**config.mk**
```make
export PLATFORM = sky130hd
export DESIGN_NAME = abba_baba_site_counter
export DESIGN_NICKNAME = d
export VERILOG_FILES = /design/src/hw/rtl/abba_pkg.sv /design/src/hw/rtl/abba_front.sv /design/src/hw/rtl/abba_queue.sv /design/src/hw/rtl/abba_back.sv /design/src/hw/rtl/abba_baba_site_counter.sv
export SDC_FILE = /design/constraint.sdc
export NUM_CORES = 1
export LEC_CHECK = 0
export BUFFER_PORTS_ARGS = -buffer_cell sky130_fd_sc_hd__buf_4
export CAP_MARGIN = 20
export CELL_PAD_IN_SITES_DETAIL_PLACEMENT = 1
export CELL_PAD_IN_SITES_GLOBAL_PLACEMENT = 2
export CORE_MARGIN = 4
export CORE_UTILIZATION = 30
export CTS_BUF_LIST = sky130_fd_sc_hd__clkbuf_8
export DETAILED_ROUTE_END_ITERATION = 6
export GPL_TIMING_DRIVEN = 0
export PLACE_DENSITY_LB_ADDON = 0.1
export SLEW_MARGIN = 20
export SYNTH_ARGS = -nofsm -noshare
export SYNTH_HDL_FRONTEND = slang
export SYNTH_SLANG_ARGS = --single-unit
```
**constraint.sdc**
```tcl
create_clock -name aclk -period 7.78 [get_ports aclk]
set_input_delay 0.778 -clock aclk [delete_from_list [all_inputs] [get_ports aclk]]
set_output_delay 0.778 -clock aclk [all_outputs]
set_load 0.05 [all_outputs]
```
**src/hw/rtl/abba_pkg.sv**
```systemverilog
`default_nettype none

package abba_pkg;

    // Result field width and the default counter width
    localparam int OUT_W             = 40;
    localparam int COUNT_WIDTH_DEF   = 40;

    // Input and result packing
    localparam int BASE_W            = 8;
    localparam int IN_TDATA_W        = 5 * BASE_W;
    localparam int OUT_FIELDS_W      = 5 * OUT_W + 1;
    localparam int OUT_TDATA_W       = ((OUT_FIELDS_W + 7) / 8) * 8;

    // Configuration port
    localparam int CFG_INDEX_W       = 1;
    localparam int CFG_DATA_W        = OUT_W;

    // Depth of the classification queue between front and back
    localparam int QUEUE_DEPTH       = 4;

    // Uppercase 'N' marks a missing base
    localparam logic [BASE_W-1:0] CHAR_MISSING = 8'h4E;

    typedef enum logic [CFG_INDEX_W-1:0] {
        CFG_LIMIT_ENABLE = 1'b0,
        CFG_BASE_LIMIT   = 1'b1
    } cfg_index_t;

    typedef struct packed {
        logic             limit_enable;
        logic [OUT_W-1:0] stop_limit;
    } cfg_t;

    // Site class of one position, as handed from front to back
    typedef struct packed {
        logic abba_hybrid;
        logic baba_hybrid;
        logic abba_ancestral;
        logic baba_ancestral;
        logic last;
    } site_class_t;

endpackage

`default_nettype wire

```
**src/hw/rtl/abba_front.sv**
```systemverilog
`default_nettype none

module abba_front
    import abba_pkg::*;
(
    input  wire logic                  aclk,
    input  wire logic                  aresetn,
    input  wire logic                  in_valid,
    output      logic                  in_ready,
    input  wire logic [IN_TDATA_W-1:0] in_bases,
    input  wire logic                  in_last,
    output      logic                  push,
    output      site_class_t           push_data,
    input  wire logic                  queue_full
);

    logic        valid_reg;
    logic        valid_next;
    site_class_t class_reg;
    site_class_t class_next;

    logic [BASE_W-1:0] p2;
    logic [BASE_W-1:0] hy;
    logic [BASE_W-1:0] a1;
    logic [BASE_W-1:0] b1;
    logic [BASE_W-1:0] og;
    logic              clean;
    logic              accept;

    assign p2 = in_bases[0*BASE_W +: BASE_W];
    assign hy = in_bases[1*BASE_W +: BASE_W];
    assign a1 = in_bases[2*BASE_W +: BASE_W];
    assign b1 = in_bases[3*BASE_W +: BASE_W];
    assign og = in_bases[4*BASE_W +: BASE_W];

    assign clean = (p2 != CHAR_MISSING) && (hy != CHAR_MISSING) && (a1 != CHAR_MISSING)
                && (b1 != CHAR_MISSING) && (og != CHAR_MISSING);

    assign push     = valid_reg && !queue_full;
    assign in_ready = !valid_reg || !queue_full;
    assign accept   = in_valid && in_ready;
    assign push_data = class_reg;

    // Classify: pop2 matching outgroup selects ABBA, else pop2 matching pop1b selects BABA
    always_comb begin
        class_next.abba_hybrid    = clean && (p2 == og) && (hy != p2) && (hy == b1);
        class_next.abba_ancestral = clean && (p2 == og) && (b1 != p2) && (a1 == b1);
        class_next.baba_hybrid    = clean && (p2 != og) && (p2 == b1) && (hy != p2)
                                  && (hy == og);
        class_next.baba_ancestral = clean && (p2 != og) && (p2 == b1) && (a1 != p2)
                                  && (a1 == og);
        class_next.last           = in_last;
    end

    always_comb begin
        valid_next = valid_reg;
        if (accept) begin
            valid_next = 1'b1;
        end else if (push) begin
            valid_next = 1'b0;
        end
    end

    always_ff @(posedge aclk) begin
        if (!aresetn) begin
            valid_reg <= 1'b0;
        end else begin
            valid_reg <= valid_next;
        end
    end

    always_ff @(posedge aclk) begin
        if (accept) begin
            class_reg <= class_next;
        end
    end

endmodule

`default_nettype wire

```
**src/hw/rtl/abba_queue.sv**
```systemverilog
`default_nettype none

module abba_queue
    import abba_pkg::*;
(
    input  wire logic        aclk,
    input  wire logic        aresetn,
    input  wire logic        push,
    input  wire site_class_t push_data,
    output      logic        full,
    input  wire logic        pop,
    output      logic        head_valid,
    output      site_class_t head_data
);

    localparam int PTR_W = $clog2(QUEUE_DEPTH);
    localparam int CNT_W = $clog2(QUEUE_DEPTH + 1);

    site_class_t      mem [QUEUE_DEPTH];
    logic [PTR_W-1:0] wr_ptr_reg;
    logic [PTR_W-1:0] wr_ptr_next;
    logic [PTR_W-1:0] rd_ptr_reg;
    logic [PTR_W-1:0] rd_ptr_next;
    logic [CNT_W-1:0] count_reg;
    logic [CNT_W-1:0] count_next;
    logic             do_push;
    logic             do_pop;

    assign full       = (count_reg == CNT_W'(QUEUE_DEPTH));
    assign head_valid = (count_reg != '0);
    assign head_data  = mem[rd_ptr_reg];
    assign do_push    = push && !full;
    assign do_pop     = pop && head_valid;

    always_comb begin
        wr_ptr_next = do_push ? wr_ptr_reg + PTR_W'(1) : wr_ptr_reg;
        rd_ptr_next = do_pop  ? rd_ptr_reg + PTR_W'(1) : rd_ptr_reg;
        count_next  = count_reg;
        if (do_push && !do_pop) begin
            count_next = count_reg + CNT_W'(1);
        end else if (do_pop && !do_push) begin
            count_next = count_reg - CNT_W'(1);
        end
    end

    always_ff @(posedge aclk) begin
        if (!aresetn) begin
            wr_ptr_reg <= '0;
            rd_ptr_reg <= '0;
            count_reg  <= '0;
        end else begin
            wr_ptr_reg <= wr_ptr_next;
            rd_ptr_reg <= rd_ptr_next;
            count_reg  <= count_next;
        end
    end

    always_ff @(posedge aclk) begin
        if (do_push) begin
            mem[wr_ptr_reg] <= push_data;
        end
    end

endmodule

`default_nettype wire

```
**src/hw/rtl/abba_back.sv**
```systemverilog
`default_nettype none

module abba_back
    import abba_pkg::*;
#(
    parameter int COUNT_WIDTH = COUNT_WIDTH_DEF
) (
    input  wire logic                   aclk,
    input  wire logic                   aresetn,
    input  wire cfg_t                   cfg,
    input  wire logic                   head_valid,
    input  wire site_class_t            head_data,
    output      logic                   pop,
    output      logic                   out_valid,
    input  wire logic                   out_ready,
    output      logic [OUT_TDATA_W-1:0] out_data
);

    localparam logic [COUNT_WIDTH-1:0] CNT_MAX = '1;
    localparam int CMP_W = COUNT_WIDTH + OUT_W;

    logic [COUNT_WIDTH-1:0] ah_reg,   ah_next;
    logic [COUNT_WIDTH-1:0] bh_reg,   bh_next;
    logic [COUNT_WIDTH-1:0] aa_reg,   aa_next;
    logic [COUNT_WIDTH-1:0] ba_reg,   ba_next;
    logic [COUNT_WIDTH-1:0] seq_reg,  seq_next;
    logic [COUNT_WIDTH-1:0] base_reg, base_next;
    logic                   stopped_reg, stopped_next;
    logic                   mvalid_reg,  mvalid_next;
    logic [OUT_TDATA_W-1:0] mdata_reg,   mdata_next;

    logic                   out_free;
    logic                   update;
    logic                   load;
    logic [COUNT_WIDTH:0]   sum;
    logic [COUNT_WIDTH-1:0] base_sum;
    logic [CMP_W-1:0]       base_cmp;
    logic [CMP_W-1:0]       limit_cmp;
    logic                   limit_hit;

    function automatic logic [COUNT_WIDTH-1:0] sat_inc(input logic [COUNT_WIDTH-1:0] v);
        logic [COUNT_WIDTH-1:0] r;
        r = (v == CNT_MAX) ? v : v + COUNT_WIDTH'(1);
        return r;
    endfunction

    function automatic logic [OUT_W-1:0] to_out(input logic [COUNT_WIDTH-1:0] v);
        logic [CMP_W-1:0] e;
        e = {{OUT_W{1'b0}}, v};
        return e[OUT_W-1:0];
    endfunction

    // A closing result needs a free output slot; mid-sequence and dropped items do not
    assign out_free = !mvalid_reg || out_ready;
    assign pop      = head_valid && (stopped_reg || !head_data.last || out_free);
    assign update   = pop && !stopped_reg;
    assign load     = update && head_data.last;

    // Base total plus the sequence length (stored count plus this item): add with carry in, then saturate
    assign sum       = {1'b0, base_reg} + {1'b0, seq_reg} + (COUNT_WIDTH+1)'(1);
    assign base_sum  = ((&seq_reg) || sum[COUNT_WIDTH]) ? CNT_MAX : sum[COUNT_WIDTH-1:0];
    assign base_cmp  = {{OUT_W{1'b0}}, base_sum};
    assign limit_cmp = {{COUNT_WIDTH{1'b0}}, cfg.stop_limit};
    assign limit_hit = cfg.limit_enable && (base_cmp >= limit_cmp);

    always_comb begin
        ah_next      = (update && head_data.abba_hybrid)    ? sat_inc(ah_reg) : ah_reg;
        bh_next      = (update && head_data.baba_hybrid)    ? sat_inc(bh_reg) : bh_reg;
        aa_next      = (update && head_data.abba_ancestral) ? sat_inc(aa_reg) : aa_reg;
        ba_next      = (update && head_data.baba_ancestral) ? sat_inc(ba_reg) : ba_reg;
        seq_next     = seq_reg;
        base_next    = base_reg;
        stopped_next = stopped_reg;
        if (update) begin
            seq_next = head_data.last ? '0 : sat_inc(seq_reg);
        end
        if (load) begin
            base_next    = base_sum;
            stopped_next = stopped_reg || limit_hit;
        end
    end

    always_comb begin
        mdata_next = mdata_reg;
        if (load) begin
            mdata_next = {(OUT_TDATA_W - OUT_FIELDS_W)'(0), stopped_next, to_out(base_next),
                          to_out(ba_next), to_out(aa_next), to_out(bh_next), to_out(ah_next)};
        end
        mvalid_next = load ? 1'b1 : (out_ready ? 1'b0 : mvalid_reg);
    end

    always_ff @(posedge aclk) begin
        if (!aresetn) begin
            ah_reg      <= '0;
            bh_reg      <= '0;
            aa_reg      <= '0;
            ba_reg      <= '0;
            seq_reg     <= '0;
            base_reg    <= '0;
            stopped_reg <= 1'b0;
            mvalid_reg  <= 1'b0;
        end else begin
            ah_reg      <= ah_next;
            bh_reg      <= bh_next;
            aa_reg      <= aa_next;
            ba_reg      <= ba_next;
            seq_reg     <= seq_next;
            base_reg    <= base_next;
            stopped_reg <= stopped_next;
            mvalid_reg  <= mvalid_next;
        end
    end

    always_ff @(posedge aclk) begin
        mdata_reg <= mdata_next;
    end

    assign out_valid = mvalid_reg;
    assign out_data  = mdata_reg;

    // Once stopped, stay stopped until reset
    a_stop_sticky: assert property (@(posedge aclk) disable iff (!aresetn)
        stopped_reg |=> stopped_reg)
        else $error("stop flag cleared without reset");

    // Nothing counts while stopped
    a_frozen_when_stopped: assert property (@(posedge aclk) disable iff (!aresetn)
        stopped_reg |=> ($stable(ah_reg) && $stable(bh_reg) && $stable(aa_reg)
                        && $stable(ba_reg) && $stable(base_reg)))
        else $error("counters moved while stopped");

    // A result is never overwritten before the receiver takes it
    a_no_overwrite: assert property (@(posedge aclk) disable iff (!aresetn)
        (mvalid_reg && !out_ready) |-> !load)
        else $error("pending result overwritten");

    // The base total never falls
    a_base_monotonic: assert property (@(posedge aclk) disable iff (!aresetn)
        1'b1 |=> (base_reg >= $past(base_reg)))
        else $error("base total decreased");

endmodule

`default_nettype wire

```
**src/hw/rtl/abba_baba_site_counter.sv**
```systemverilog
// ABBA/BABA site counter.
// Slave stream: one aligned position per transaction, five base bytes in s_tdata and
// s_tlast on the final position of a sequence. Master stream: one transaction per
// sequence end carrying the four site-class totals, the base total and the stop flag.
// A position holding uppercase 'N' in any genome is not classified but still counts
// towards the sequence length. All counters saturate at 2^COUNT_WIDTH - 1.
// Configuration: cfg_wr_en writes cfg_wr_data into register cfg_wr_index at the clock
// edge (0 = limit enable, 1 = base limit); write only while the block is idle.
// Throughput: one position per cycle while the receiver takes results; a closing position
// waits at the queue head while an earlier result is unsent. On its way to m_tvalid it
// passes the front register, the queue and the output register in the back.
// Stall: the front keeps accepting while the four-entry queue has room; the back holds
// a result in its output register and keeps counting mid-sequence positions while the
// receiver stalls, blocking only at the next sequence end.
// Once the base limit stops the block, later transactions are accepted and dropped.
// Reset (aresetn low, synchronous) clears all counters, the stop flag, the queue and
// both configuration registers; no clearing pass is needed.
`default_nettype none

module abba_baba_site_counter
    import abba_pkg::*;
#(
    parameter int COUNT_WIDTH = COUNT_WIDTH_DEF
) (
    input  wire logic                   aclk,
    input  wire logic                   aresetn,
    // s_tdata: base_pop2, base_hybrid, base_pop1a, base_pop1b, base_outgroup (8 bits each)
    input  wire logic                   s_tvalid,
    output      logic                   s_tready,
    input  wire logic [IN_TDATA_W-1:0]  s_tdata,
    input  wire logic                   s_tlast,
    // m_tdata: abba_hybrid_count, baba_hybrid_count, abba_ancestral_count,
    // baba_ancestral_count, bases_scanned (40 bits each), limit_reached, zero fill
    output      logic                   m_tvalid,
    input  wire logic                   m_tready,
    output      logic [OUT_TDATA_W-1:0] m_tdata,
    input  wire logic                   cfg_wr_en,
    input  wire logic [CFG_INDEX_W-1:0] cfg_wr_index,
    input  wire logic [CFG_DATA_W-1:0]  cfg_wr_data
);

    cfg_t        cfg_reg;
    cfg_t        cfg_next;
    logic        push;
    site_class_t push_data;
    logic        queue_full;
    logic        pop;
    logic        head_valid;
    site_class_t head_data;

    // Configuration registers
    always_comb begin
        cfg_next = cfg_reg;
        if (cfg_wr_en) begin
            unique case (cfg_index_t'(cfg_wr_index))
                CFG_LIMIT_ENABLE: cfg_next.limit_enable = cfg_wr_data[0];
                CFG_BASE_LIMIT:   cfg_next.stop_limit   = cfg_wr_data[OUT_W-1:0];
                default:          cfg_next = cfg_reg;
            endcase
        end
    end

    always_ff @(posedge aclk) begin
        if (!aresetn) begin
            cfg_reg <= '0;
        end else begin
            cfg_reg <= cfg_next;
        end
    end

    // Front: accept and classify each position
    abba_front u_front (
        .aclk       (aclk),
        .aresetn    (aresetn),
        .in_valid   (s_tvalid),
        .in_ready   (s_tready),
        .in_bases   (s_tdata),
        .in_last    (s_tlast),
        .push       (push),
        .push_data  (push_data),
        .queue_full (queue_full)
    );

    // Queue: decouple classification from counting
    abba_queue u_queue (
        .aclk       (aclk),
        .aresetn    (aresetn),
        .push       (push),
        .push_data  (push_data),
        .full       (queue_full),
        .pop        (pop),
        .head_valid (head_valid),
        .head_data  (head_data)
    );

    // Back: advance counters, close sequences, drive results
    abba_back #(
        .COUNT_WIDTH (COUNT_WIDTH)
    ) u_back (
        .aclk       (aclk),
        .aresetn    (aresetn),
        .cfg        (cfg_reg),
        .head_valid (head_valid),
        .head_data  (head_data),
        .pop        (pop),
        .out_valid  (m_tvalid),
        .out_ready  (m_tready),
        .out_data   (m_tdata)
    );

endmodule

`default_nettype wire
```
## After elaboration in Yosys (flattened, before gate mapping)

Memories as Yosys holds them, arrays and structs flattened. A register that Yosys moved wholly into a read port is not among the register bits.
Cells that the tools add are included.

- $add $sub $neg: 11
- $lt $le $gt $ge: 1
- Equality and inequality tests: 22
- Multiplexer cells: 23
- Bitwise operators: 1
- Reduce and logical (&&, ||, !) cells: 50

Operators with widths:

| cell | number |
|---|---|
| $mux W40 | 12 |
| $add A40 B1 Y40 const B | 5 |
| $eq A40 B40 Y1 const B | 5 |
| $eq A8 B8 Y1 | 6 |
| $add A40 B40 Y41 | 1 |
| $add A41 B1 Y41 const B | 1 |
| $ge A40 B40 Y1 | 1 |
| $ne A8 B7 Y1 const B | 5 |
| $reduce_and A40 Y1 | 1 |
| $ne A8 B8 Y1 | 4 |
| $logic_and A1 B1 Y1 | 29 |
| $logic_not A1 Y1 | 7 |
| $mux W1 | 7 |
| $logic_or A1 B1 Y1 | 6 |
| $mux W3 | 2 |
| $reduce_and A2 Y1 | 3 |
| $reduce_bool A2 Y1 | 3 |
| $add A2 B1 Y2 const B | 2 |
| $mux W2 | 2 |
| $add A3 B1 Y3 const B | 1 |
| $eq A3 B3 Y1 const B | 1 |
| $reduce_bool A3 Y1 | 1 |
| $sub A3 B1 Y3 const B | 1 |
| $ne A2 B1 Y1 const B | 1 |
| $not A1 Y1 | 1 |

- Register bits after elaboration: 497
- Memory bits (writable): 20
- Output and inout bits: 210
- Memories kept: 1

Memories:

| memory | depth | bits a word | rd ports | clocked after Yosys merged registers in | write ports | line | source |
|---|---|---|---|---|---|---|---|
| u_queue.mem | 4 | 5 | 1 | 1 | 1 | abba_queue.sv:19 | `site_class_t mem [QUEUE_DEPTH];` |

## Depth between registers and ports, before layout

Gate-level depths: netlist of the first run.

- Depth in word-level cells: 9
- Mapped depth: 20
- Gate-level depth less buffers: 19

## By module

Synthesis of the first run repeated with hierarchy kept, for this count alone.

- Cell total of the unflattened synthesis: 2,367
- Area, all modules: 24,439.7 um2

Modules (own cells, without submodules):

| module | instances | cells each | area each (um2) | sequential area each (um2) |
|---|---|---|---|---|
| abba_back | 1 | 1,980 | 20,537.2 | 10,880.4 |
| abba_baba_site_counter | 1 | 186 | 1,562.7 | 820.8 |
| abba_queue | 1 | 74 | 1,209.9 | 780.7 |
| abba_front | 1 | 127 | 1,129.8 | 170.2 |

## Worst setup path before layout of the first run

OpenSTA, ideal clock, no wires.

- Path type: in2reg
- Start point: input m_tready
- End point: register u_back.mdata_reg[0], in the netlist u_back.out_data[0] (enable)
- Data arrival time: 7,252 ps
- Required time: 7,136 ps
- Path slack: -116 ps
- Cell stages on the path: 6
- Path through: nor2b_1 -> nor3_1 -> nand2_1 -> clkinv_1 -> clkbuf_1 -> clkbuf_1

- Cells in the longest elaborated chain, start to end: 5

RTL lines:

| element | line | source |
|---|---|---|
| start, declared | abba_baba_site_counter.sv:35 | `input wire logic m_tready,` |
| $logic_or A1 B1 Y1 | abba_back.sv:54 | `assign out_free = !mvalid_reg \|\| out_ready;` |
| $logic_or A1 B1 Y1 | abba_back.sv:55 | `assign pop = head_valid && (stopped_reg \|\| !head_data.last \|\| out_free);` |
| $logic_and A1 B1 Y1 | abba_back.sv:55 |  |
| $logic_and A1 B1 Y1 | abba_back.sv:56 | `assign update = pop && !stopped_reg;` |
| $logic_and A1 B1 Y1 | abba_back.sv:57 | `assign load = update && head_data.last;` |
| via u_back.load | abba_back.sv:34 | `logic load;` |
| end signal, assigned | abba_back.sv:115 | `mdata_reg <= mdata_next;` |
| end, declared | abba_back.sv:30 | `logic [OUT_TDATA_W-1:0] mdata_reg, mdata_next;` |

The timed path passes the listed nets, and every way through them passes these cells.
A chain may end at the register's enable or synchronous reset.

## Worst setup path in the final report of the first run

- Start point: register u_back.seq_reg[3]
- End point: register u_back.mdata_reg[200], in the netlist u_back.out_data[200], data pin

- Cells in the longest elaborated chain, start to end: 8
- Elaborated cells between the ends (all ways): 9
- Classes of those cells: add/sub: 2; order compare: 1; mux: 2; reduce/logical: 4

RTL lines:

| element | line | source |
|---|---|---|
| start, declared | abba_back.sv:26 | `logic [COUNT_WIDTH-1:0] seq_reg, seq_next;` |
| start signal, assigned | abba_back.sv:107 | `seq_reg <= seq_next;` |
| $add A40 B40 Y41 | abba_back.sv:60 | `assign sum = {1'b0, base_reg} + {1'b0, seq_reg} + (COUNT_WIDTH+1)'(1);` |
| $add A41 B1 Y41 | abba_back.sv:60 |  |
| $logic_or A1 B1 Y1 | abba_back.sv:61 | `assign base_sum = ((&seq_reg) \|\| sum[COUNT_WIDTH]) ? CNT_MAX : sum[COUNT_WIDTH-1:0];` |
| $mux W40 (*) | abba_back.sv:61 |  |
| $ge A40 B40 Y1 (*) | abba_back.sv:64 | `assign limit_hit = cfg.limit_enable && (base_cmp >= limit_cmp);` |
| $logic_and A1 B1 Y1 (*) | abba_back.sv:64 |  |
| $logic_or A1 B1 Y1 (*) | abba_back.sv:79 | `stopped_next = stopped_reg \|\| limit_hit;` |
| $mux W1 (*) | abba_back.sv:77 | `if (load) begin` |
| via u_back.stopped_next | abba_back.sv:28 | `logic stopped_reg, stopped_next;` |

Mark *: on every way through the listed nets, which the timed path passes. The rest lies on a longest branch.

==> results of run 1 <==
-- metal layers --
metal  track usage (%)  up-vias  share of wire [%]
met5                 0        -                  0
met4              5.26        0                2.1
met3              2.67      104                3.8
met2              30.8      366                 47
met1              25.6     9945                 48
li1                  -     9762                  -
-- through the flow --
stage | instance area, um^2 | utilization [%] | setup TNS (ns)
6_report | 30900 | 36.9 | 0
5_1_grt | 30900 | 36.9 | 0
4_1_cts | 30900 | 36.9 | 0
3_5_place_dp | 29000 | 34.6 | 0
3_3_place_gp | 28900 | 34.6 | -0.680
2_1_floorplan | 25400 | - | 0
-- final cells by class --
| cell class | instances | area (um^2) |
|---|---|---|
| fill | 9488 | 52800 |
| sequential | 519 | 12700 |
| multi-input combinational | 1789 | 11900 |
| timing repair buffer | 283 | 2160 |
| clock buffer | 106 | 1460 |
| tap | 1134 | 1420 |
| buffer | 111 | 480 |
| clock inverter | 73 | 405 |
| inverter | 103 | 387 |
| antenna | 4 | 10.0 |
-- worst register-to-register path: cells and delay by family (launching register included) --
| family | cells | cell delay, ns |
|---|---|---|
| flip-flops | 1 | 0.54 |
| AND/OR/NAND/NOR | 6 | 2.41 |
| buffers and inverters | 2 | 0.47 |
| adder cells (fa/ha/maj) | 1 | 0.24 |
| AO/OA/AOI/OAI | 7 | 1.95 |
-- cell usage after synthesis, types with 6 or more instances --
library cell	number	area [um^2]
o21a_1	14	105
edfxtp_1	226	6790
nand2b_1	18	113
nand4_1	100	626
or4_1	21	158
and3_1	38	238
o211ai_1	13	97.6
a21boi_0	46	345
nor2b_1	10	62.6
or3_1	16	100
clkbuf_1	89	334
ha_1	90	1130
xnor2_1	185	1620
nor3b_1	6	45.0
a31oi_1	16	100
nor3_1	33	165
dfxtp_1	293	5870
buf_4	7	52.6
o221a_2	7	78.8
mux2i_1	11	110
inv_1	102	383
o22a_1	7	61.3
xor2_1	92	806
o31ai_1	14	105
nand2_1	221	830
buf_2	8	40.0
o2111ai_1	7	61.3
a21o_1	23	173
a21oi_1	125	626
and2_1	186	1160
nand3_1	99	495
nor4_1	27	169
nor2_1	149	559
nand4b_1	10	87.6
and4_1	27	236
a211oi_1	7	52.6
o21ai_0	75	375
-- logic make-up after synthesis --
kind of cell,share of synthesized area (%)
buffers and inverters,3.37
adders and majority gates,4.60
other,0.0148
DFF,49.9
xor gates and xnor gates,9.56
AOI/OAI and AO/OA,10.3
and+or+nand+nor,21.2
muxes,1.06
-- power by group through the flow --
stage	clock network, mW	logic (mW)	registers [mW]
after floorplan	0	1.42	4.87
after global placement	0	3.79	3.89
after detailed placement	0	3.89	3.80
after CTS	2.66	3.90	3.75
after global routing	2.77	4.13	3.79
final	2.55	3.84	3.74
-- worst paths after layout --
| path | to | start | slack (ns) | cells after the start |
|---|---|---|---|---|
| setup / recovery | u_back.out_data[200]$_DFFE_PP_ | u_back.seq_reg[3]$_SDFFE_PN0P_ | 1.90 | 16 |
| hold / removal | u_front.push_data[0]$_DFFE_PP_ | s_tlast | 0.26 | 1 |
| setup reg to reg | u_back.out_data[200]$_DFFE_PP_ | u_back.seq_reg[3]$_SDFFE_PN0P_ | 1.90 | 16 |
| hold reg to reg | cfg_reg[22]$_SDFFE_PN0P_ | cfg_reg[22]$_SDFFE_PN0P_ | 0.46 | 2 |
==> impl_results.md, run 1 <==
- Top FF cell, synth: dfxtp_1
- Total power: 10.1 mW
- Final Hold Vio Count: 0
- Drt pass-1 iters: 5
- All-layer global routing usage: 18.7%
- Reg power frac: 36.9%
- WL final: 85.1 mm
- Core Box Area: 83700 um^2
- Clk slew on worst S/H paths: 0.06 ns
- Slew Viols, Final: 0
- # nets final: 3081
- Max-cap violations: 0
- WP data arrival: 6.26 ns
- Pleak: 12.2 nW
- Commonest non-fill, non-tap cell in the layout: dfxtp_1
- Crit path max-delay family: simple AND/OR/NAND/NOR gates
- Largest net degree at the start of global routing: 88
- Cts bufs inserted: 95
- Layout cells sized above 1: 16.0%
- Fin crit share: 75.5%
- Htree depth: 3
- Max stage delay on crit path: 0.78 ns
- Vias in the first global route: 21.3k
- Number of gates resized after cts: 0
- Syn Area/Cell: 10.1 um^2
- Crit path time final: 5.88 ns
- Rows: 106
- Crit Path Class: register to register
- Routability Congestion: 0.840
- DRC errors left: 0
- Area Growth Syn to Fin: 21.6%
- Number of synthesized flops with an enable pin: 226
- Clk buf depth: 3
- Worst Skew: 0.0533 ns
- CTS Sinks: 519
- Initial Util: 30.3%
- PortBufs: 281
- CTS tree: yes
- DP Cell Count: 3939
- Sw frac: 41.8%
- Die height: 299 um
- Finished Layout Cells: 4122
- Slew headroom: 27.0%
- Dpl ws: 1.84 ns
- First-pass GRT wire length: 130 mm
- Placed wire-length estimate: 65.8 mm
- Max reg flops: 201
- Worst path most repeated cell: a21o_1
- Pwr/cell area: 328 nW/um^2
- Fmax: 170 MHz
- Critical-path top delay cell: nor4_1
- CP bufs+invs: 2
- Post-Syn Area: 25400 um^2
- #FFs+latches synth: 519
- Peak supply drop: 0.179 mV
- Detail Route Antenna Nets: 0
- Overflow left after global routing: 0
- Final setup violation count: 0
- Post-CTS Setup Inserts: 0
- Ports: 297
- RSZ-0062 raised after global routing: no
- Post-synthesis sequential area ratio: 49.9%
- Internal: 5.90 mW
- Full die area: 89300 um^2
- Yosys cell types: 83
- Vias: 20.2k
- Most frequent cells in the layout: dfxtp_1, buf_4, edfxtp_1, nand2_1, and2_1
- Max FO, Critical Path: 10
- FFs w/ async S/R, synth: 0%
- Hold-fix buffers, CTS: 0
- Worst-Skew Late Latency: 0.70 ns
- Min Hold Slack: 0.264 ns
- Worst slew pin tran: 1.09 ns
- Outcome: completed
- Die X: 299 um
- Yosys warns: 0
- Drt initial violations: 931
- Worst Setup Start Kind: register
- Syn Inst Count: 2516
- Clock share of power: 25.2%
- Hold Path Class: input pin to register
- Routed wire per std cell: 20.7 um
- Crit-path cells: nand4_1, nor4_1, or4b_4, and3_1, a31oi_2, buf_2, nor2_1, inv_1, ha_1, a21o_1, a21o_1, a21oi_1, o21ai_0, o311a_1, o31a_1, or3_1
- Root buffer cell: clkbuf_8
- Final worst setup slack: 1.90 ns
- Critical Path End Type: register
- CP required: 8.17 ns
- Switch Pwr: 4.24 mW
- Mean number of vias per cell: 4.89
- Combinational Power Share: 37.9%
- Initial antenna violation count: 5
No activity file was read; power rests on OpenSTA's default activity.
==> run 2, diff against run 1 <==
--- a/config.mk
+++ b/config.mk
@@ -5,6 +5,7 @@
 export SDC_FILE = /design/constraint.sdc
 export NUM_CORES = 1
 export LEC_CHECK = 0
+export ABC_AREA = 1
 export BUFFER_PORTS_ARGS = -buffer_cell sky130_fd_sc_hd__buf_4
 export CAP_MARGIN = 20
 export CELL_PAD_IN_SITES_DETAIL_PLACEMENT = 1
==> constraint.sdc (replaced) <==
create_clock -name aclk -period 4.9 [get_ports aclk]
set_input_delay 0.49 -clock aclk [delete_from_list [all_inputs] [get_ports aclk]]
set_output_delay 0.49 -clock aclk [all_outputs]
set_load 0.05 [all_outputs]
==> run 2 against run 1 <==
Worst hold slack got worse by 0.18 ns. Clock-buffer cell count is 1 lower. Clock power is 61% higher. Non-clock buffer count is 55 higher. Area after synthesis rose by 15%. Highest routed layer is now met5. Sequential power increased by 64%. Cell count up 39%. Maximum frequency grew 31%. Core utilization hardly changed. First-iteration DRC count increased by 47%. Combinational power is 100% higher. Clock skew shrank 0.020 ns.
==> impl_results.md, run 2 <==
- Outcome: completed
- Min Hold Slack: 0.0851 ns
- Area Growth Syn to Fin: 21.0%
- Vias: 27.2k
- Syn Area/Cell: 7.36 um^2
- CTS tree: yes
- Yosys warns: 0
- Overflow left after global routing: 0
- Area leader, netlist: edfxtp_1
- Die height: 319 um
- # fillers: 11.9k
- DRC errors left: 0
- Worst Skew: 0.0335 ns
- Pleak: 15.4 nW
- Routed wire per std cell: 19.0 um
- Clk buf depth: 3
- Hold Path Class: input pin to register
- Most common cell in the netlist: nand2_1
- Most frequent cells in the layout: nand2_1, inv_1, nor2_1, a21oi_1, buf_4
- Detail Route Antenna Nets: 0
- Die X: 319 um
- Crit Path Class: register to register
- Worst Setup Start Kind: register
- Dpl ws: -0.933 ns
- Total power: 18.1 mW
- Max reg flops: 201
- Clk slew on worst S/H paths: 0.06 ns
- Max-cap violations: 0
- Largest net degree at the start of global routing: 92
- Syn Inst Count: 3953
- Post-Syn Area: 29100 um^2
- Ports: 297
- Drt pass-1 iters: 5
- Root buffer cell: clkbuf_8
- Yosys cell types: 51
- Top cells by area, synth: edfxtp_1, dfxtp_1, nand2_1
- WP data arrival: 4.98 ns
- Crit path time final: 4.50 ns
- Routability Congestion: 0.872
- First-pass GRT wire length: 166 mm
- Fin crit share: 91.7%
- All-layer global routing usage: 21.0%
- Top cell type's share of synthesized area: 23.3%
- Worst slew pin tran: 1.08 ns
- Peak supply drop: 0.373 mV
- Mean number of vias per cell: 4.74
- Cts bufs inserted: 92
- Slew Viols, Final: 0
- Final Hold Vio Count: 0
- # nets final: 4560
- Commonest non-fill, non-tap cell in the layout: nand2_1
- PortBufs: 285
- Full die area: 102000 um^2
- WL final: 109 mm
- Placed wire-length estimate: 88.3 mm
- Post-synthesis sequential area ratio: 43.5%
- Rows: 113
- FFs w/ async S/R, synth: 0%
- CTS Sinks: 519
- Pwr/cell area: 513 nW/um^2
- Max FO, Critical Path: 19
- Critical Path End Type: register
- Top FF cell, synth: dfxtp_1
- Final worst setup slack: 0.405 ns
- Number of synthesized flops with an enable pin: 226
- Worst-Skew Late Latency: 0.76 ns
- Post-synth top cells: nand2_1, inv_1, nor2_1
- Slew headroom: 28.1%
- Final setup violation count: 0
- Layout cells sized above 1: 12.1%
- Fmax: 222 MHz
- Core Box Area: 95600 um^2
- Htree depth: 3
- Vias in the first global route: 27.9k
- Initial Util: 30.5%
- #FFs+latches synth: 519
- RSZ-0062 raised after global routing: no
- CP required: 5.38 ns
- Initial antenna violation count: 2
- Drt initial violations: 1370
-- run 2: final cells by class --
class                   count  area, um^2  area share (%)
clock inverters            68         402            1.14
clock buffers             105        1450            4.10
flip-flops and latches    519       12700            35.9
inverters                 421        1580            4.49
plain buffers             119         586            1.66
repair buffers            330        2630            7.47
well taps                1265        1580            4.49
multi-input cells        2898       14300            40.7
diodes                      2        5.00          0.0142
-- run 2: through the flow --
step	cells	utilization (%)	area (um^2)	TNS (ns)
after floorplan	3959	-	29100	0
after global placement	5509	34.4	32900	-262.91
after detailed placement	5511	34.4	32900	-1.85
after CTS	5724	36.8	35200	0
after global routing	5726	36.9	35200	0
final	5727	36.9	35200	0
-- run 2: per-layer routing --
metal | vias up | share of wire [%] | GRT usage [%]
met1 | 12825 | 50 | 30.0
met4 | 2 | 2.2 | 5.86
met3 | 140 | 4.6 | 3.60
li1 | 13717 | - | -
met2 | 484 | 43 | 32.6
met5 | - | 0.012 | 0
-- run 2: kinds of logic (layout without fill, tap and decap cells) --
| kind of cell | count (synthesis) | count (layout) | share of synthesized area [%] |
|---|---|---|---|
| flops | 519 | 519 | 43.5 |
| compound gates | 539 | 539 | 9.49 |
| xor+xnor | 211 | 211 | 6.35 |
| simple gates | 2049 | 2049 | 29.3 |
| fa+ha+maj | 92 | 92 | 4.01 |
| buf+inv | 542 | 1043 | 7.40 |
| other cells | 1 | 9 | 0.0129 |
-- run 2: worst max-delay path, cell delays in order (launching register included) --
cell     delay [ns]
dfxtp_1        0.38
inv_1          0.17
ha_1           0.17
inv_1          0.11
fa_1           0.49
nand2_1        0.09
nand3_1        0.10
nand3_1        0.11
nand2_1        0.17
nand3_1        0.14
nand3_1        0.09
nor2_1         0.15
buf_4          0.32
buf_2          0.27
nand2_1        0.11
ha_1           0.30
a21oi_1        0.17
o21ai_0        0.12
nand2_1        0.09
nand3_1        0.12
nand2_1        0.10
nand2_1        0.05
nand2_1        0.05
nand4_1        0.07
nand2_1        0.20
nand2_1        0.08
-- run 2: report_power, final --
group | leakage (nW) | total (mW) | internal, mW | switching, mW
Clock | 1.08 | 4.11 | 2.14 | 1.97
Sequential | 4.59 | 6.14 | 5.76 | 0.386
Combinational | 9.69 | 7.81 | 1.96 | 5.85
-- run 2: path summary, 6_finish.rpt --
check                                 start                              to  slack, ns  depth (start not counted)
min                         cfg_wr_data[10]        cfg_reg[10]$_SDFFE_PN0P_       0.09                          3
max reg2reg  u_back.seq_reg[0]$_SDFFE_PN0P_  u_back.out_data[200]$_DFFE_PP_       0.40                         25
min reg2reg        cfg_reg[19]$_SDFFE_PN0P_        cfg_reg[19]$_SDFFE_PN0P_       0.46                          2
max          u_back.seq_reg[0]$_SDFFE_PN0P_  u_back.out_data[200]$_DFFE_PP_       0.40                         25
-- run 2: timing repair --
action	CTS	global route
endpoints found under the setup margin	2	2
endpoints found under the hold margin	39	0
pin swaps	0	1
hold buffers	41	0
resized for setup	5	6
buffers inserted	0	2
gates cloned	0	0
==> run 3, diff against run 2 <==
--- a/config.mk
+++ b/config.mk
@@ -7,14 +7,13 @@
 export LEC_CHECK = 0
 export ABC_AREA = 1
 export BUFFER_PORTS_ARGS = -buffer_cell sky130_fd_sc_hd__buf_4
-export CAP_MARGIN = 20
 export CELL_PAD_IN_SITES_DETAIL_PLACEMENT = 1
 export CELL_PAD_IN_SITES_GLOBAL_PLACEMENT = 2
 export CORE_MARGIN = 4
 export CORE_UTILIZATION = 30
 export CTS_BUF_LIST = sky130_fd_sc_hd__clkbuf_8
 export DETAILED_ROUTE_END_ITERATION = 6
-export GPL_TIMING_DRIVEN = 0
+export GPL_TIMING_DRIVEN = 1
 export PLACE_DENSITY_LB_ADDON = 0.1
 export SLEW_MARGIN = 20
 export SYNTH_ARGS = -nofsm -noshare
==> run 3 against run 2 <==
Worst hold slack better by 0.0041 ns. Highest routed layer is now met4. Worst setup slack better by 0.22 ns. Global-route usage is 0.38 points lower. Non-clock buffer count is 91 lower.
==> impl_results.md, run 3 (synthesis results as in run 2) <==
- Outcome: completed
- Crit path time final: 4.27 ns
- Cts bufs inserted: 96
- Final worst setup slack: 0.626 ns
- Worst Setup Start Kind: register
- Slew headroom: 48.0%
- Crit path capture: u_back.stopped_reg$_SDFF_PN0_
- Peak supply drop: 0.310 mV
- R2R setup slack: 0.63 ns
- Multi-input logic area: 14300 um^2
- Post-Route Setup TNS: 0 ns
- Drt pass-1 iters: 5
- Min Hold Slack: 0.0892 ns
- CP required: 5.57 ns
- Ports: 297
- Clk slew on worst S/H paths: 0.06 ns
- Max FO, Critical Path: 26
- Critical-path top delay cell: fa_1
- Die height: 319 um
- Crit path from: u_back.seq_reg[0]$_SDFFE_PN0P_
- Dpl ws: 0.592 ns
- CP bufs+invs: 3
- Area Growth Syn to Fin: 20.0%
- Overflow left after global routing: 0
- Clk buf depth: 3
- Fin crit share: 87.2%
- Root buffer cell: clkbuf_8
- Initial Util: 30.5%
- Detail Route Antenna Nets: 0
- Vias in the first global route: 27.9k
- Crit-path cells: inv_1, ha_1, inv_1, fa_1, nand2_1, nand3_1, nand3_1, nand2_1, nand3_1, nand3_1, nor2_4, buf_4, nand2_1, ha_1, nand4_1, nor3_1, nand3_1, nor2_1, nand2_1, nand4_1, nand2_1, a21oi_1
- PortBufs: 289
- Switch Pwr: 8.08 mW
- WP data arrival: 4.94 ns
- Crit Path Class: register to register
- Full die area: 102000 um^2
- Drt initial violations: 1675
- Hold Path Class: input pin to register
- Mean number of vias per cell: 4.76
- Crit path depth: 22
- Initial antenna violation count: 2
- Final Util: 36.5%
- Critical Path End Type: register
- Worst slew pin tran: 0.780 ns
- Register area: 12700 um^2
- Core Box Area: 95600 um^2
- Internal: 9.74 mW
- Worst r2r dst: u_back.stopped_reg$_SDFF_PN0_
- DRC errors left: 0
- Pleak: 15.1 nW
- Max reg flops: 201
- Number of gates resized after cts: 0
- Pwr/cell area: 511 nW/um^2
- Clock share of power: 23.5%
- Layout cells sized above 1: 11.8%
- Worst-Skew Late Latency: 0.75 ns
- Placed wire-length estimate: 83.1 mm
- Htree depth: 3
- All-layer global routing usage: 20.6%
- Routed wire per std cell: 18.9 um
- CTS Sinks: 519
- Rows: 113
- Combinational Power Share: 41.8%
- Post-CTS Setup Inserts: 0
- Slew Viols, Final: 0
- # fillers: 11.9k
- Die X: 319 um
- Crit path max-delay family: simple AND/OR/NAND/NOR gates
- Commonest non-fill, non-tap cell in the layout: nand2_1
- Worst R2R Path Depth: 22
- CTS tree: yes
- Max stage delay on crit path: 0.45 ns
- RR Startpoint: u_back.seq_reg[0]$_SDFFE_PN0P_
- Most frequent cells in the layout: nand2_1, inv_1, nor2_1, buf_4, a21oi_1
- Final setup violation count: 0
- Fmax: 234 MHz
- # nets final: 4473
- Worst Skew: 0.0391 ns
- Reg power frac: 34.7%
- First-pass GRT wire length: 165 mm
- Vias: 26.8k
- WL final: 106 mm
- Routability Congestion: 0.885
- Final Hold Vio Count: 0
- RSZ-0062 raised after global routing: no
- Sw frac: 45.4%
- Max-cap violations: 0
- Largest net degree at the start of global routing: 122
-- run 3: cell types whose count changed in the layout (fill, tap and decap cells not counted), sizes merged --
cell,delta
buf,-31
inv,-10
clkbuf,-58
clkinv,+10
clkinvlp,+5
-- run 3: power groups by stage --
stage / logic, mW / registers, mW / clock network [mW]
finish: 7.45 / 6.19 / 4.19
global route: 8.00 / 6.30 / 4.58
CTS: 7.59 / 6.23 / 4.38
detailed placement: 7.54 / 6.30 / 0
global placement: 7.50 / 6.28 / 0
floorplan: 2.52 / 8.77 / 0
-- run 3: through the flow --
| step | power (mW) | cells | cell area, um^2 |
|---|---|---|---|
| after floorplan | 11.3 | 3959 | 29100 |
| after global placement | 13.8 | 5420 | 32600 |
| final | 17.8 | 5643 | 34900 |
| after CTS | 18.2 | 5641 | 34900 |
| after detailed placement | 13.8 | 5420 | 32600 |
| after global routing | 18.9 | 5643 | 34900 |
-- run 3: timing repair --
| action | CTS | global route |
|---|---|---|
| endpoints found under the setup margin | 0 | 0 |
| endpoints found under the hold margin | 38 | 0 |
| hold buffers | 41 | 0 |
-- run 3: tightest hold or removal path, stage by stage --
cell,delay (ns)
buf_4,0.08
o21ai_0,0.10
a21oi_1,0.11
-- run 3: how the worst min path moves through the flow --
stage,start,to,slack (ns),cells past startpoint
after floorplan,cfg_reg[40]$_SDFFE_PN0P_,cfg_reg[40]$_SDFFE_PN0P_,0.43,2
after global placement,cfg_reg[32]$_SDFFE_PN0P_,cfg_reg[32]$_SDFFE_PN0P_,0.46,2
after detailed placement,cfg_reg[32]$_SDFFE_PN0P_,cfg_reg[32]$_SDFFE_PN0P_,0.46,2
after CTS,cfg_wr_data[21],cfg_reg[21]$_SDFFE_PN0P_,0.008,3
after global routing,cfg_wr_data[22],cfg_reg[22]$_SDFFE_PN0P_,0.07,3
final,cfg_wr_data[15],cfg_reg[15]$_SDFFE_PN0P_,0.09,3
-- run 3: area by class of cell --
type	instances	area share, %
clock inverter	73	1.26
tap	1265	4.53
multi-input combinational	2898	41.1
sequential	519	36.2
antenna	2	0.0143
clock buffer	107	4.22
inverter	421	4.56
timing repair buffer	358	8.13
-- run 3: per-layer routing --
metal,share of wire (%),track usage (%)
met5,0,0
met4,1.9,5.03
met3,4.1,3.23
met2,43,32.0
met1,51,29.9
